<file path="src/sv/integer_binary_alu_with_gcd_unit_defines.svh">
// Assertion macros for the integer ALU with gcd.
`ifndef INTEGER_BINARY_ALU_WITH_GCD_UNIT_DEFINES_SVH
`define INTEGER_BINARY_ALU_WITH_GCD_UNIT_DEFINES_SVH
`ifndef SYNTH
`define ALU_ASSERT(label, clk, rst_n, prop) \
    label: assert property (@(posedge clk) disable iff (!rst_n) prop) \
        else $error("assertion failed");
`define ALU_ASSERT_NORST(label, clk, prop) \
    label: assert property (@(posedge clk) prop) else $error("assertion failed");
`else
`define ALU_ASSERT(label, clk, rst_n, prop)
`define ALU_ASSERT_NORST(label, clk, prop)
`endif
`endif

</file>
<file path="src/sv/ibalu_pkg.sv">
// Package: payload types, command codes, controller types.
`timescale 1ns / 1ps
package ibalu_pkg;
    localparam int FieldWidth = 32;

    typedef enum logic [3:0] {
        CMD_ADD  = 4'd0,
        CMD_SUB  = 4'd1,
        CMD_MUL  = 4'd2,
        CMD_AND  = 4'd3,
        CMD_XOR  = 4'd4,
        CMD_OR   = 4'd5,
        CMD_SHL  = 4'd6,
        CMD_SAR  = 4'd7,
        CMD_REM  = 4'd8,
        CMD_QUOT = 4'd9,
        CMD_GCD  = 4'd10,
        CMD_MIN  = 4'd11,
        CMD_MAX  = 4'd12
    } cmd_t;

    typedef struct packed {
        logic [3:0]                   command;
        logic signed [FieldWidth-1:0] operand_a;
        logic signed [FieldWidth-1:0] operand_b;
    } in_item_t;

    typedef struct packed {
        logic signed [FieldWidth-1:0] result_value;
        logic                         status;
    } out_item_t;

    typedef enum logic [2:0] {
        ST_IDLE,
        ST_FAST,
        ST_DIV,
        ST_GCD,
        ST_FIX,
        ST_OUT
    } state_t;

    typedef struct packed {
        logic load;      // capture operands
        logic fast;      // compute add/sub/mul/logic/shift/min/max
        logic div_step;  // one restoring-divide step
        logic gcd_step;  // one remainder-gcd step
        logic gcd_init;  // start next gcd remainder
        logic fix;       // apply sign / gcd result
        logic out_load;  // move result to output register
    } ctrl_t;

    typedef struct packed {
        logic is_div;
        logic is_gcd;
        logic div_zero;
        logic div_last;
        logic gcd_done;
    } stat_t;
endpackage

</file>
<file path="src/sv/ibalu_datapath.sv">
// Datapath: operand registers, combinational ALU, shared iterative divider.
`timescale 1ns / 1ps
`include "integer_binary_alu_with_gcd_unit_defines.svh"
module ibalu_datapath #(
    parameter int WIDTH = 32
) (
    input  logic                 aclk,
    input  logic                 aresetn,
    input  ibalu_pkg::in_item_t  in_item,
    input  ibalu_pkg::ctrl_t     ctrl,
    output ibalu_pkg::stat_t     stat,
    output ibalu_pkg::out_item_t out_item
);
    localparam int CntW = $clog2(WIDTH);
    localparam int FW   = ibalu_pkg::FieldWidth;

    logic [3:0]       cmd_reg;
    logic [WIDTH-1:0] a_reg, b_reg;
    logic [WIDTH-1:0] q_reg, q_next;     // dividend shifting into quotient
    logic [WIDTH:0]   r_reg, r_next;     // partial remainder
    logic [WIDTH-1:0] d_reg, d_next;     // divisor
    logic [CntW-1:0]  cnt_reg, cnt_next;
    logic [WIDTH-1:0] res_reg, res_next;
    logic             st_reg, st_next;
    logic             out_st_reg;
    logic [FW-1:0]    out_val_reg;

    logic [WIDTH-1:0] in_a, in_b, mag_a, mag_b, fast_res;
    logic [WIDTH:0]   r_shift, r_sub;
    logic             a_neg, b_neg, amt_ok;
    logic [WIDTH-1:0] sar_fill;

    assign in_a  = WIDTH'(in_item.operand_a);
    assign in_b  = WIDTH'(in_item.operand_b);
    assign a_neg = a_reg[WIDTH-1];
    assign b_neg = b_reg[WIDTH-1];
    // magnitudes of the incoming operands, loaded into the divider at accept
    assign mag_a = in_a[WIDTH-1] ? (~in_a + 1'b1) : in_a;
    assign mag_b = in_b[WIDTH-1] ? (~in_b + 1'b1) : in_b;
    assign amt_ok = !b_neg && (b_reg < WIDTH'(WIDTH));
    assign sar_fill = {WIDTH{a_neg}};

    always_comb begin
        case (cmd_reg)
            ibalu_pkg::CMD_ADD: fast_res = a_reg + b_reg;
            ibalu_pkg::CMD_SUB: fast_res = a_reg - b_reg;
            ibalu_pkg::CMD_MUL: fast_res = WIDTH'(a_reg * b_reg);
            ibalu_pkg::CMD_AND: fast_res = a_reg & b_reg;
            ibalu_pkg::CMD_XOR: fast_res = a_reg ^ b_reg;
            ibalu_pkg::CMD_OR:  fast_res = a_reg | b_reg;
            ibalu_pkg::CMD_SHL: fast_res = amt_ok ? (a_reg << b_reg[CntW-1:0]) : '0;
            ibalu_pkg::CMD_SAR:
                fast_res = amt_ok ? WIDTH'($signed(a_reg) >>> b_reg[CntW-1:0]) : sar_fill;
            ibalu_pkg::CMD_MIN:
                fast_res = ($signed(a_reg) < $signed(b_reg)) ? a_reg : b_reg;
            ibalu_pkg::CMD_MAX:
                fast_res = ($signed(b_reg) < $signed(a_reg)) ? a_reg : b_reg;
            default: fast_res = '0;
        endcase
    end

    // restoring division step, shared by rem, quot and gcd
    assign r_shift = {r_reg[WIDTH-1:0], q_reg[WIDTH-1]};
    assign r_sub   = r_shift - {1'b0, d_reg};

    always_comb begin
        q_next   = q_reg;
        r_next   = r_reg;
        d_next   = d_reg;
        cnt_next = cnt_reg;
        res_next = res_reg;
        st_next  = st_reg;
        if (ctrl.fast) begin
            res_next = fast_res;
            st_next  = 1'b0;
        end
        if (ctrl.div_step || ctrl.gcd_step) begin
            if (!r_sub[WIDTH]) begin
                r_next = r_sub;
                q_next = {q_reg[WIDTH-2:0], 1'b1};
            end else begin
                r_next = r_shift;
                q_next = {q_reg[WIDTH-2:0], 1'b0};
            end
            cnt_next = cnt_reg - 1'b1;
        end
        if (ctrl.load) begin
            // gcd: x in res_reg, y in d_reg; divide x by y
            q_next   = mag_a;
            r_next   = '0;
            d_next   = mag_b;
            cnt_next = CntW'(WIDTH - 1);
            res_next = mag_a;
            st_next  = 1'b0;
        end
        if (ctrl.gcd_init) begin
            // x <- y, y <- x mod y
            res_next = d_reg;
            q_next   = d_reg;
            d_next   = r_reg[WIDTH-1:0];
            r_next   = '0;
            cnt_next = CntW'(WIDTH - 1);
        end
        if (ctrl.fix) begin
            if (cmd_reg == ibalu_pkg::CMD_GCD) begin
                res_next = res_reg;
            end else if (d_reg == '0) begin
                res_next = '0;
                st_next  = 1'b1;
            end else if (cmd_reg == ibalu_pkg::CMD_REM) begin
                res_next = a_neg ? (~r_reg[WIDTH-1:0] + 1'b1) : r_reg[WIDTH-1:0];
            end else begin
                res_next = (a_neg != b_neg) ? (~q_reg + 1'b1) : q_reg;
            end
        end
    end

    always_ff @(posedge aclk) begin
        if (ctrl.load) begin
            cmd_reg <= in_item.command;
            a_reg   <= in_a;
            b_reg   <= in_b;
        end
        q_reg   <= q_next;
        r_reg   <= r_next;
        d_reg   <= d_next;
        cnt_reg <= cnt_next;
        res_reg <= res_next;
        st_reg  <= st_next;
        if (ctrl.out_load) begin
            out_val_reg <= FW'(res_reg);
            out_st_reg  <= st_reg;
        end
    end

    // all status below comes from registers (d_reg also changes per gcd round, cnt_reg
    // per divide step); the controller first decodes it in ST_FAST, in the cycle after load
    assign stat.is_div   = (cmd_reg == ibalu_pkg::CMD_REM) || (cmd_reg == ibalu_pkg::CMD_QUOT);
    assign stat.is_gcd   = (cmd_reg == ibalu_pkg::CMD_GCD);
    assign stat.div_zero = (d_reg == '0);
    assign stat.div_last = (cnt_reg == '0);
    assign stat.gcd_done = (d_reg == '0);

    assign out_item.result_value = out_val_reg;
    assign out_item.status       = out_st_reg;

    `ALU_ASSERT(a_status_only_div, aclk, aresetn,
        ctrl.out_load && st_reg |-> stat.is_div)
    `ALU_ASSERT(a_step_exclusive, aclk, aresetn,
        !(ctrl.div_step && ctrl.gcd_init))
    `ALU_ASSERT(a_load_alone, aclk, aresetn,
        ctrl.load |-> !ctrl.fix && !ctrl.out_load)
endmodule

</file>
<file path="src/sv/ibalu_ctrl.sv">
// Controller state machine: sequences load, division steps, gcd rounds, output.
`timescale 1ns / 1ps
`include "integer_binary_alu_with_gcd_unit_defines.svh"
module ibalu_ctrl (
    input  logic             aclk,
    input  logic             aresetn,
    input  logic             s_valid,
    output logic             s_ready,
    output logic             m_valid,
    input  logic             m_ready,
    input  ibalu_pkg::stat_t stat,
    output ibalu_pkg::ctrl_t ctrl
);
    ibalu_pkg::state_t state_reg, state_next;
    logic              mv_reg, mv_next;

    always_ff @(posedge aclk) begin
        if (!aresetn) begin
            state_reg <= ibalu_pkg::ST_IDLE;
            mv_reg    <= 1'b0;
        end else begin
            state_reg <= state_next;
            mv_reg    <= mv_next;
        end
    end

    always_comb begin
        state_next = state_reg;
        ctrl       = '0;
        s_ready    = 1'b0;
        mv_next    = mv_reg && !m_ready;
        case (state_reg)
            ibalu_pkg::ST_IDLE: begin
                s_ready = 1'b1;
                if (s_valid) begin
                    ctrl.load  = 1'b1;
                    state_next = ibalu_pkg::ST_FAST;
                end
            end
            ibalu_pkg::ST_FAST: begin
                // operands now in registers; the divider was loaded at accept
                ctrl.load = 1'b0;
                if (stat.is_gcd) begin
                    state_next = stat.gcd_done ? ibalu_pkg::ST_OUT : ibalu_pkg::ST_GCD;
                end else if (stat.is_div) begin
                    state_next = stat.div_zero ? ibalu_pkg::ST_FIX : ibalu_pkg::ST_DIV;
                end else begin
                    ctrl.fast  = 1'b1;
                    state_next = ibalu_pkg::ST_OUT;
                end
            end
            ibalu_pkg::ST_DIV: begin
                ctrl.div_step = 1'b1;
                if (stat.div_last) state_next = ibalu_pkg::ST_FIX;
            end
            ibalu_pkg::ST_GCD: begin
                ctrl.gcd_step = 1'b1;
                if (stat.div_last) state_next = ibalu_pkg::ST_FIX;
            end
            ibalu_pkg::ST_FIX: begin
                if (stat.is_gcd) begin
                    ctrl.gcd_init = 1'b1;
                    state_next    = ibalu_pkg::ST_FAST;
                end else begin
                    ctrl.fix   = 1'b1;
                    state_next = ibalu_pkg::ST_OUT;
                end
            end
            ibalu_pkg::ST_OUT: begin
                if (!mv_reg || m_ready) begin
                    ctrl.out_load = 1'b1;
                    mv_next       = 1'b1;
                    state_next    = ibalu_pkg::ST_IDLE;
                end
            end
            default: state_next = ibalu_pkg::ST_IDLE;
        endcase
    end

    assign m_valid = mv_reg;

    `ALU_ASSERT(a_out_no_overwrite, aclk, aresetn,
        m_valid && !m_ready |=> m_valid)
    `ALU_ASSERT(a_ready_idle_only, aclk, aresetn,
        s_ready |-> state_reg == ibalu_pkg::ST_IDLE)
    `ALU_ASSERT(a_accept_starts, aclk, aresetn,
        s_valid && s_ready |=> state_reg == ibalu_pkg::ST_FAST)
endmodule

</file>
<file path="src/sv/integer_binary_alu_with_gcd_unit.sv">
// Top level: integer ALU with iterative divide and gcd.
// Add/sub/mul/logic/shift/min/max pass through the accept, compute and output states.
// Rem/quot run one divide step per quotient bit, then a sign fix; zero divisors skip them.
// Gcd runs one remainder division per Euclid round, at most about 1.5*WIDTH rounds.
// One transaction in flight; the next is accepted when the result is registered.
// Reset (aresetn, synchronous, active low) clears the controller and output valid.
`timescale 1ns / 1ps
module integer_binary_alu_with_gcd_unit #(
    parameter int WIDTH = 32
) (
    input  logic                 aclk,
    input  logic                 aresetn,
    input  logic                 s_valid,
    output logic                 s_ready,
    input  ibalu_pkg::in_item_t  s_payload,
    output logic                 m_valid,
    input  logic                 m_ready,
    output ibalu_pkg::out_item_t m_payload
);
    ibalu_pkg::ctrl_t ctrl;
    ibalu_pkg::stat_t stat;
    ibalu_pkg::in_item_t held;

    // the datapath captures operands and divider start values at the
    // accepting edge; the payload is not used after that
    assign held = s_payload;

    ibalu_ctrl u_ctrl (
        .aclk    (aclk),
        .aresetn (aresetn),
        .s_valid (s_valid),
        .s_ready (s_ready),
        .m_valid (m_valid),
        .m_ready (m_ready),
        .stat    (stat),
        .ctrl    (ctrl)
    );

    ibalu_datapath #(.WIDTH(WIDTH)) u_dp (
        .aclk     (aclk),
        .aresetn  (aresetn),
        .in_item  (held),
        .ctrl     (ctrl),
        .stat     (stat),
        .out_item (m_payload)
    );
endmodule

</file>
<file path="config.mk">
export PLATFORM = sky130hd
export DESIGN_NAME = integer_binary_alu_with_gcd_unit
export DESIGN_NICKNAME = d
export VERILOG_FILES = /design/src/sv/ibalu_pkg.sv /design/src/sv/ibalu_datapath.sv /design/src/sv/ibalu_ctrl.sv /design/src/sv/integer_binary_alu_with_gcd_unit.sv
export VERILOG_INCLUDE_DIRS = /design/src /design/src/sv
export SDC_FILE = /design/constraint.sdc
export NUM_CORES = 2
export LEC_CHECK = 0
export BUFFER_PORTS_ARGS = -buffer_cell sky130_fd_sc_hd__buf_2
export CORE_MARGIN = 2
export CORE_UTILIZATION = 45
export CTS_BUF_LIST = sky130_fd_sc_hd__clkbuf_16
export CTS_CLUSTER_DIAMETER = 120
export CTS_CLUSTER_SIZE = 16
export DETAILED_ROUTE_END_ITERATION = 12
export MAX_ROUTING_LAYER = met4
export PLACE_DENSITY_LB_ADDON = 0.25
export RECOVER_POWER = 25
export SLEW_MARGIN = 20
export SYNTH_ARGS = -nofsm -noshare
export SYNTH_HDL_FRONTEND = slang
export SYNTH_SLANG_ARGS = --single-unit
</file>
<file path="constraint.sdc">
create_clock -name aclk -period 15.9 [get_ports aclk]
set_input_delay 2.385 -clock aclk [delete_from_list [all_inputs] [get_ports aclk]]
set_output_delay 2.385 -clock aclk [all_outputs]
set_load 0.05 [all_outputs]
</file>
**After elaboration in Yosys (flattened, before gate mapping)**

Index checks and enable logic that the tools add are counted.

- $add $sub $neg: 8
- $mul: 1
- Order comparisons: 3
- Equality and inequality tests: 22
- Shifts and indexed selects: 2
- Muxes and demuxes: 52
- Bitwise logic cells: 7
- Reduce and logical (&&, ||, !) cells: 19

Operators with widths:

| kind | number |
|---|---|
| 32-bit 2-to-1 mux | 21 |
| 32-bit one-hot mux with 10 select lines | 1 |
| 32-bit by 1-bit adder with 32-bit output, second input constant | 4 |
| 32-bit NOT | 4 |
| 32-bit < comparator | 2 |
| 33-bit by 32-bit subtractor with 33-bit output | 1 |
| 32-bit adder | 1 |
| 32-bit AND | 1 |
| 32-bit logical NOT | 1 |
| 32-bit by 6-bit < comparator with 1-bit output, second input constant | 1 |
| 32-bit by 32-bit multiplier with 32-bit output | 1 |
| 32-bit OR | 1 |
| 32-bit by 5-bit left shift with 32-bit output | 1 |
| 32-bit by 5-bit >>> shifter with 32-bit output | 1 |
| 32-bit subtractor | 1 |
| 32-bit XOR | 1 |
| 3-bit 2-to-1 mux | 8 |
| 4-bit equality test, second input constant | 5 |
| 1-bit 2-to-1 mux | 20 |
| 4-bit by 3-bit equality test with 1-bit output, second input constant | 4 |
| 3-bit one-hot mux with 5 select lines | 1 |
| 4-bit by 2-bit equality test with 1-bit output, second input constant | 2 |
| 3-bit by 2-bit equality test with 1-bit output, second input constant | 2 |
| 3-bit equality test, second input constant | 2 |
| 19 further kinds | 27 |

- Bits in registers: 239
- Input port bits: 72
- Output and inout port bits: 35
- Logic and storage cells: 127

**Logic depth before layout (Yosys ltp)**

- Depth after elaboration: 10
- Mapped depth: 30
- Gate-level depth less buffers: 27

**Hierarchy**

Synthesis repeated with hierarchy kept, for this count alone.

- Cell total of the unflattened synthesis: 4,632
- Area, all modules: 39,175.1 sq um

By module, submodules not included:

| module | instances | cells each | area an instance (sq um) | seq. area each (sq um) |
|---|---|---|---|---|
| ibalu_datapath | 1 | 4,587 | 38,848.5 | 6,676.4 |
| ibalu_ctrl | 1 | 45 | 326.6 | 80.1 |

**Worst setup path before layout**

No wires, ideal clock.

- Kind: register -> register
- From: reg u_dp.b_reg[2]
- To: reg u_dp.res_reg[29], data pin
- Setup time: 0.269 ns
- Arrival: 8.107 ns
- Data required time: 15.631 ns
- Slack: 7.524 ns
- Stages on the path, launching flop included: 27
- Path buffers: 3
- Period minus slack after synthesis: 8.376 ns
- Cells stage by stage: edfxtp_1 > inv_2 > buf_1 > clkbuf_1 > buf_1 > nor2_1 > fa_1 > fa_1 > fa_1 > inv_1 > fa_1 > inv_1 > ha_1 > ha_1 > fa_1 > fa_1 > ha_1 > a21o_1 > a2111oi_0 > nand3_1 > o21a_1 > a41o_1 > o41ai_1 > xor2_1 > nor2_1 > a2111oi_0 > o21ai_0

- Cells in the longest elaborated chain, start to end: 8
- Elaborated cells between the ends (all ways): 18
- Classes of those cells: add/sub (2); mul (1); order compare (3); shift (2); mux (9); reduce/logical (1)

Ends and longest elaborated chain:

| what | line | source |
|---|---|---|
| from (decl) | ibalu_datapath.sv:18 | `logic [WIDTH-1:0] a_reg, b_reg;` |
| from (signal assigned) | ibalu_datapath.sv:122 | `b_reg <= in_b;` |
| parallel branches: the longest is 3 deep, another holds 32-bit by 32-bit multiplier with 32-bit output | -- |  |
| 32-bit one-hot mux with 10 select lines (*) | ibalu_datapath.sv:44 | `case (cmd_reg)` |
| 32-bit 2-to-1 mux (*) | ibalu_datapath.sv:73 | `if (ctrl.fast) begin` |
| 32-bit 2-to-1 mux (*) | ibalu_datapath.sv:87 | `if (ctrl.load) begin` |
| 32-bit 2-to-1 mux (*) | ibalu_datapath.sv:96 | `if (ctrl.gcd_init) begin` |
| 32-bit 2-to-1 mux (*) | ibalu_datapath.sv:104 | `if (ctrl.fix) begin` |
| net u_dp.res_next[29] | ibalu_datapath.sv:23 | `logic [WIDTH-1:0] res_reg, res_next;` |
| to (signal assigned) | ibalu_datapath.sv:128 | `res_reg <= res_next;` |
| to (decl) | ibalu_datapath.sv:23 |  |

Mark *: on every way through the listed nets, which the timed path passes. The select of a mux whose other input is x is not followed.
A chain may end at the register's enable or synchronous reset.

**Worst setup path in the final report**

Same ends and word-level chain as after synthesis.

==> flow_summary.ini <==
[finish]
nNetsFinal = 5199
register_area_um2 = 6756
multi_input_area_um2 = 28260
area_delta_synth_final_pct = 6.061
final_util_pct = 48.21
layout-drive-gt1-share_pct = 6.620
nFillCells = 8221

[yosys]
synth_nets = 5233
synth_common_cells = nor2_1, inv_1, nand2_1, fa_1, ha_1
synth-edff-count = 197
synthFlopType = edfxtp_1
synth_area_leaders = fa_1, edfxtp_1, ha_1
syn-instance-count = 4462
yosysTopAreaCellShare_pct = 21.63
ys_ff_latch = 239
synth_most_common_cell = nor2_1
ys_seq_area_share_pct = 17.76
yosysWarningCount = 0
avgSynthCellArea_um2 = 8.526
syn_area_um2 = 38040
yosysUniqueCellTypes = 84
synth_top_area_cell = fa_1
synthArstFlopShare_pct = 0

[run]
maxCapViolCount = 4

[outcome]
violations = capacitance limit, slew limit
status = finished, violations left

[floorplanning]
core_um2 = 83690
start_util_pct = 45.46
die_w_um = 294.8
die_area_um2 = 86880
rows = 106
io_pins = 107
die_y_um = 294.8

[clocking]
cts-buffers-inserted = 19
clock_sinks = 239
cts_root_buf = clkbuf_16
path_clk_slew_ns = 0.10
tritoncts = yes
cts_hold_buffers = 0
cts.repair.resized = 0
cts_buffer_depth = 3
htree_levels = 1
post_cts_buffers = 0
clk_latency_ns = 0.56

[hold_path]
hold_depth = 0
hold_path.class = reg2reg
min_to = u_dp.out_val_reg[9]
hp-start = u_dp.res_reg[9]

[global_route]
grt_pass1_wl_um = 242300
grtUsageTotal_pct = 39.74
grt_pass1_vias = 34900
grt_max_degree = 73
grt_overflow = 0
antenna_found_initial = 8

[critical_path]
reg2reg_to = u_dp.res_reg[29]
crit_fanout = 51
worstPathRequired_ns = 16.18
critPathMaxStageDelay_ns = 0.71
crit_arrival_ns = 9.27
cp-start-kind = flip-flop
r2r_setup_slack_ns = 6.91
crit_top_cell = fa_1
r2r_cells = 25
path_class = reg2reg
critPathCaptureType = flip-flop
cpMaxStageDelayCell = buf_4
timing.rr.start = u_dp.b_reg[2]

[route]
drtIter0Drc = 4590
detail-route-antenna-nets = 0
via_per_inst = 6.365
post-route-drc-count = 0
wl_per_cell_um = 30.17
wl_um = 168500
num_vias = 35540
dr.pass1.iters = 6

[sta]
slew_headroom_pct = -35.37
setup_tns_ns = 0
setup_viol = 0
finalCriticalPeriod_ns = 8.986
max_freq_ghz = 0.1113
drv_slew = 127
hold_viol_final = 0
period_share_pct = 56.51
fin_worst_skew_ns = 0.03066
tightest_slew_ns = 2.030
rsz0062_at_grt = no

[placed_design]
place_congestion = 1.110
port_buffers = 106
dp_hpwl_um = 127200
==> worst max path at each step <==
stage / start / endpoint / slack, ns / cells past startpoint
2_1_floorplan: u_dp.b_reg[2] / u_dp.res_reg[29] / 7.52 / 26
3_3_place_gp: u_dp.a_reg[7] / u_dp.res_reg[30] / 6.96 / 23
3_5_place_dp: u_dp.b_reg[2] / u_dp.res_reg[29] / 7.05 / 25
4_1_cts: u_dp.b_reg[2] / u_dp.res_reg[29] / 7.09 / 25
5_1_grt: u_dp.a_reg[7] / u_dp.res_reg[30] / 6.67 / 23
6_report: u_dp.b_reg[2] / u_dp.res_reg[29] / 6.91 / 25
==> per-stage QoR <==
step	setup WS (ns)	hold WS, ns	cell area [µm²]	instances
floorplan	7.525	0.4003	38040	4462
global placement	6.961	0.4030	39870	5541
detailed placement	7.051	0.4056	39870	5541
CTS	7.088	0.4215	40420	5575
global route	6.668	0.4287	40340	5581
finish	6.914	0.4194	40350	5583
==> worst max-delay path, delay by kind of cell (launching register included) <==
family          cells  cell delay (ns)
compound gates      8             1.82
simple gates        2             0.24
xor+xnor            1             0.39
fa+ha+maj           9             4.38
flops               1             0.37
buf+inv             5             1.50
==> placed cells by master, fill, tap and decap left out, types with 114 or more instances in the layout <==
master	instances
edfxtp_1	197
buf_4	114
a21oi_1	230
inv_1	533
nor2_1	560
xnor2_1	141
o21ai_0	275
ha_1	288
fa_1	411
nand2_1	413
==> logic make-up after synthesis <==
kind of cell | share of synthesized area (%)
AO/OA/AOI/OAI | 16.74
XOR/XNOR | 5.824
adder cells (fa/ha/maj) | 31.10
buffers and inverters | 8.091
flip-flops | 17.76
multiplexers | 5.170
AND/OR/NAND/NOR | 15.31
==> final cells by class <==
type / count / share of cell area (%)
multi-input combinational: 3405 / 70.04
sequential: 239 / 16.74
inverter: 541 / 5.036
tap: 1134 / 3.516
timing repair buffer: 222 / 3.253
clock buffer: 19 / 1.178
clock inverter: 15 / 0.1799
antenna: 8 / 0.04961
==> per-layer routing <==
metal	routed length, µm	vias to the layer above	share of wire, %	global-route usage (%)
met5	0	-	0	-
met4	13970	0	8.3	26.12
met3	18290	610	11	8.205
met2	73510	2414	44	59.36
met1	62690	17400	37	48.75
li1	-	15110	-	-
Power is left out: the tool's default activity adds up to more than one toggle a clock period on the data nets, which glitch-free logic cannot reach.
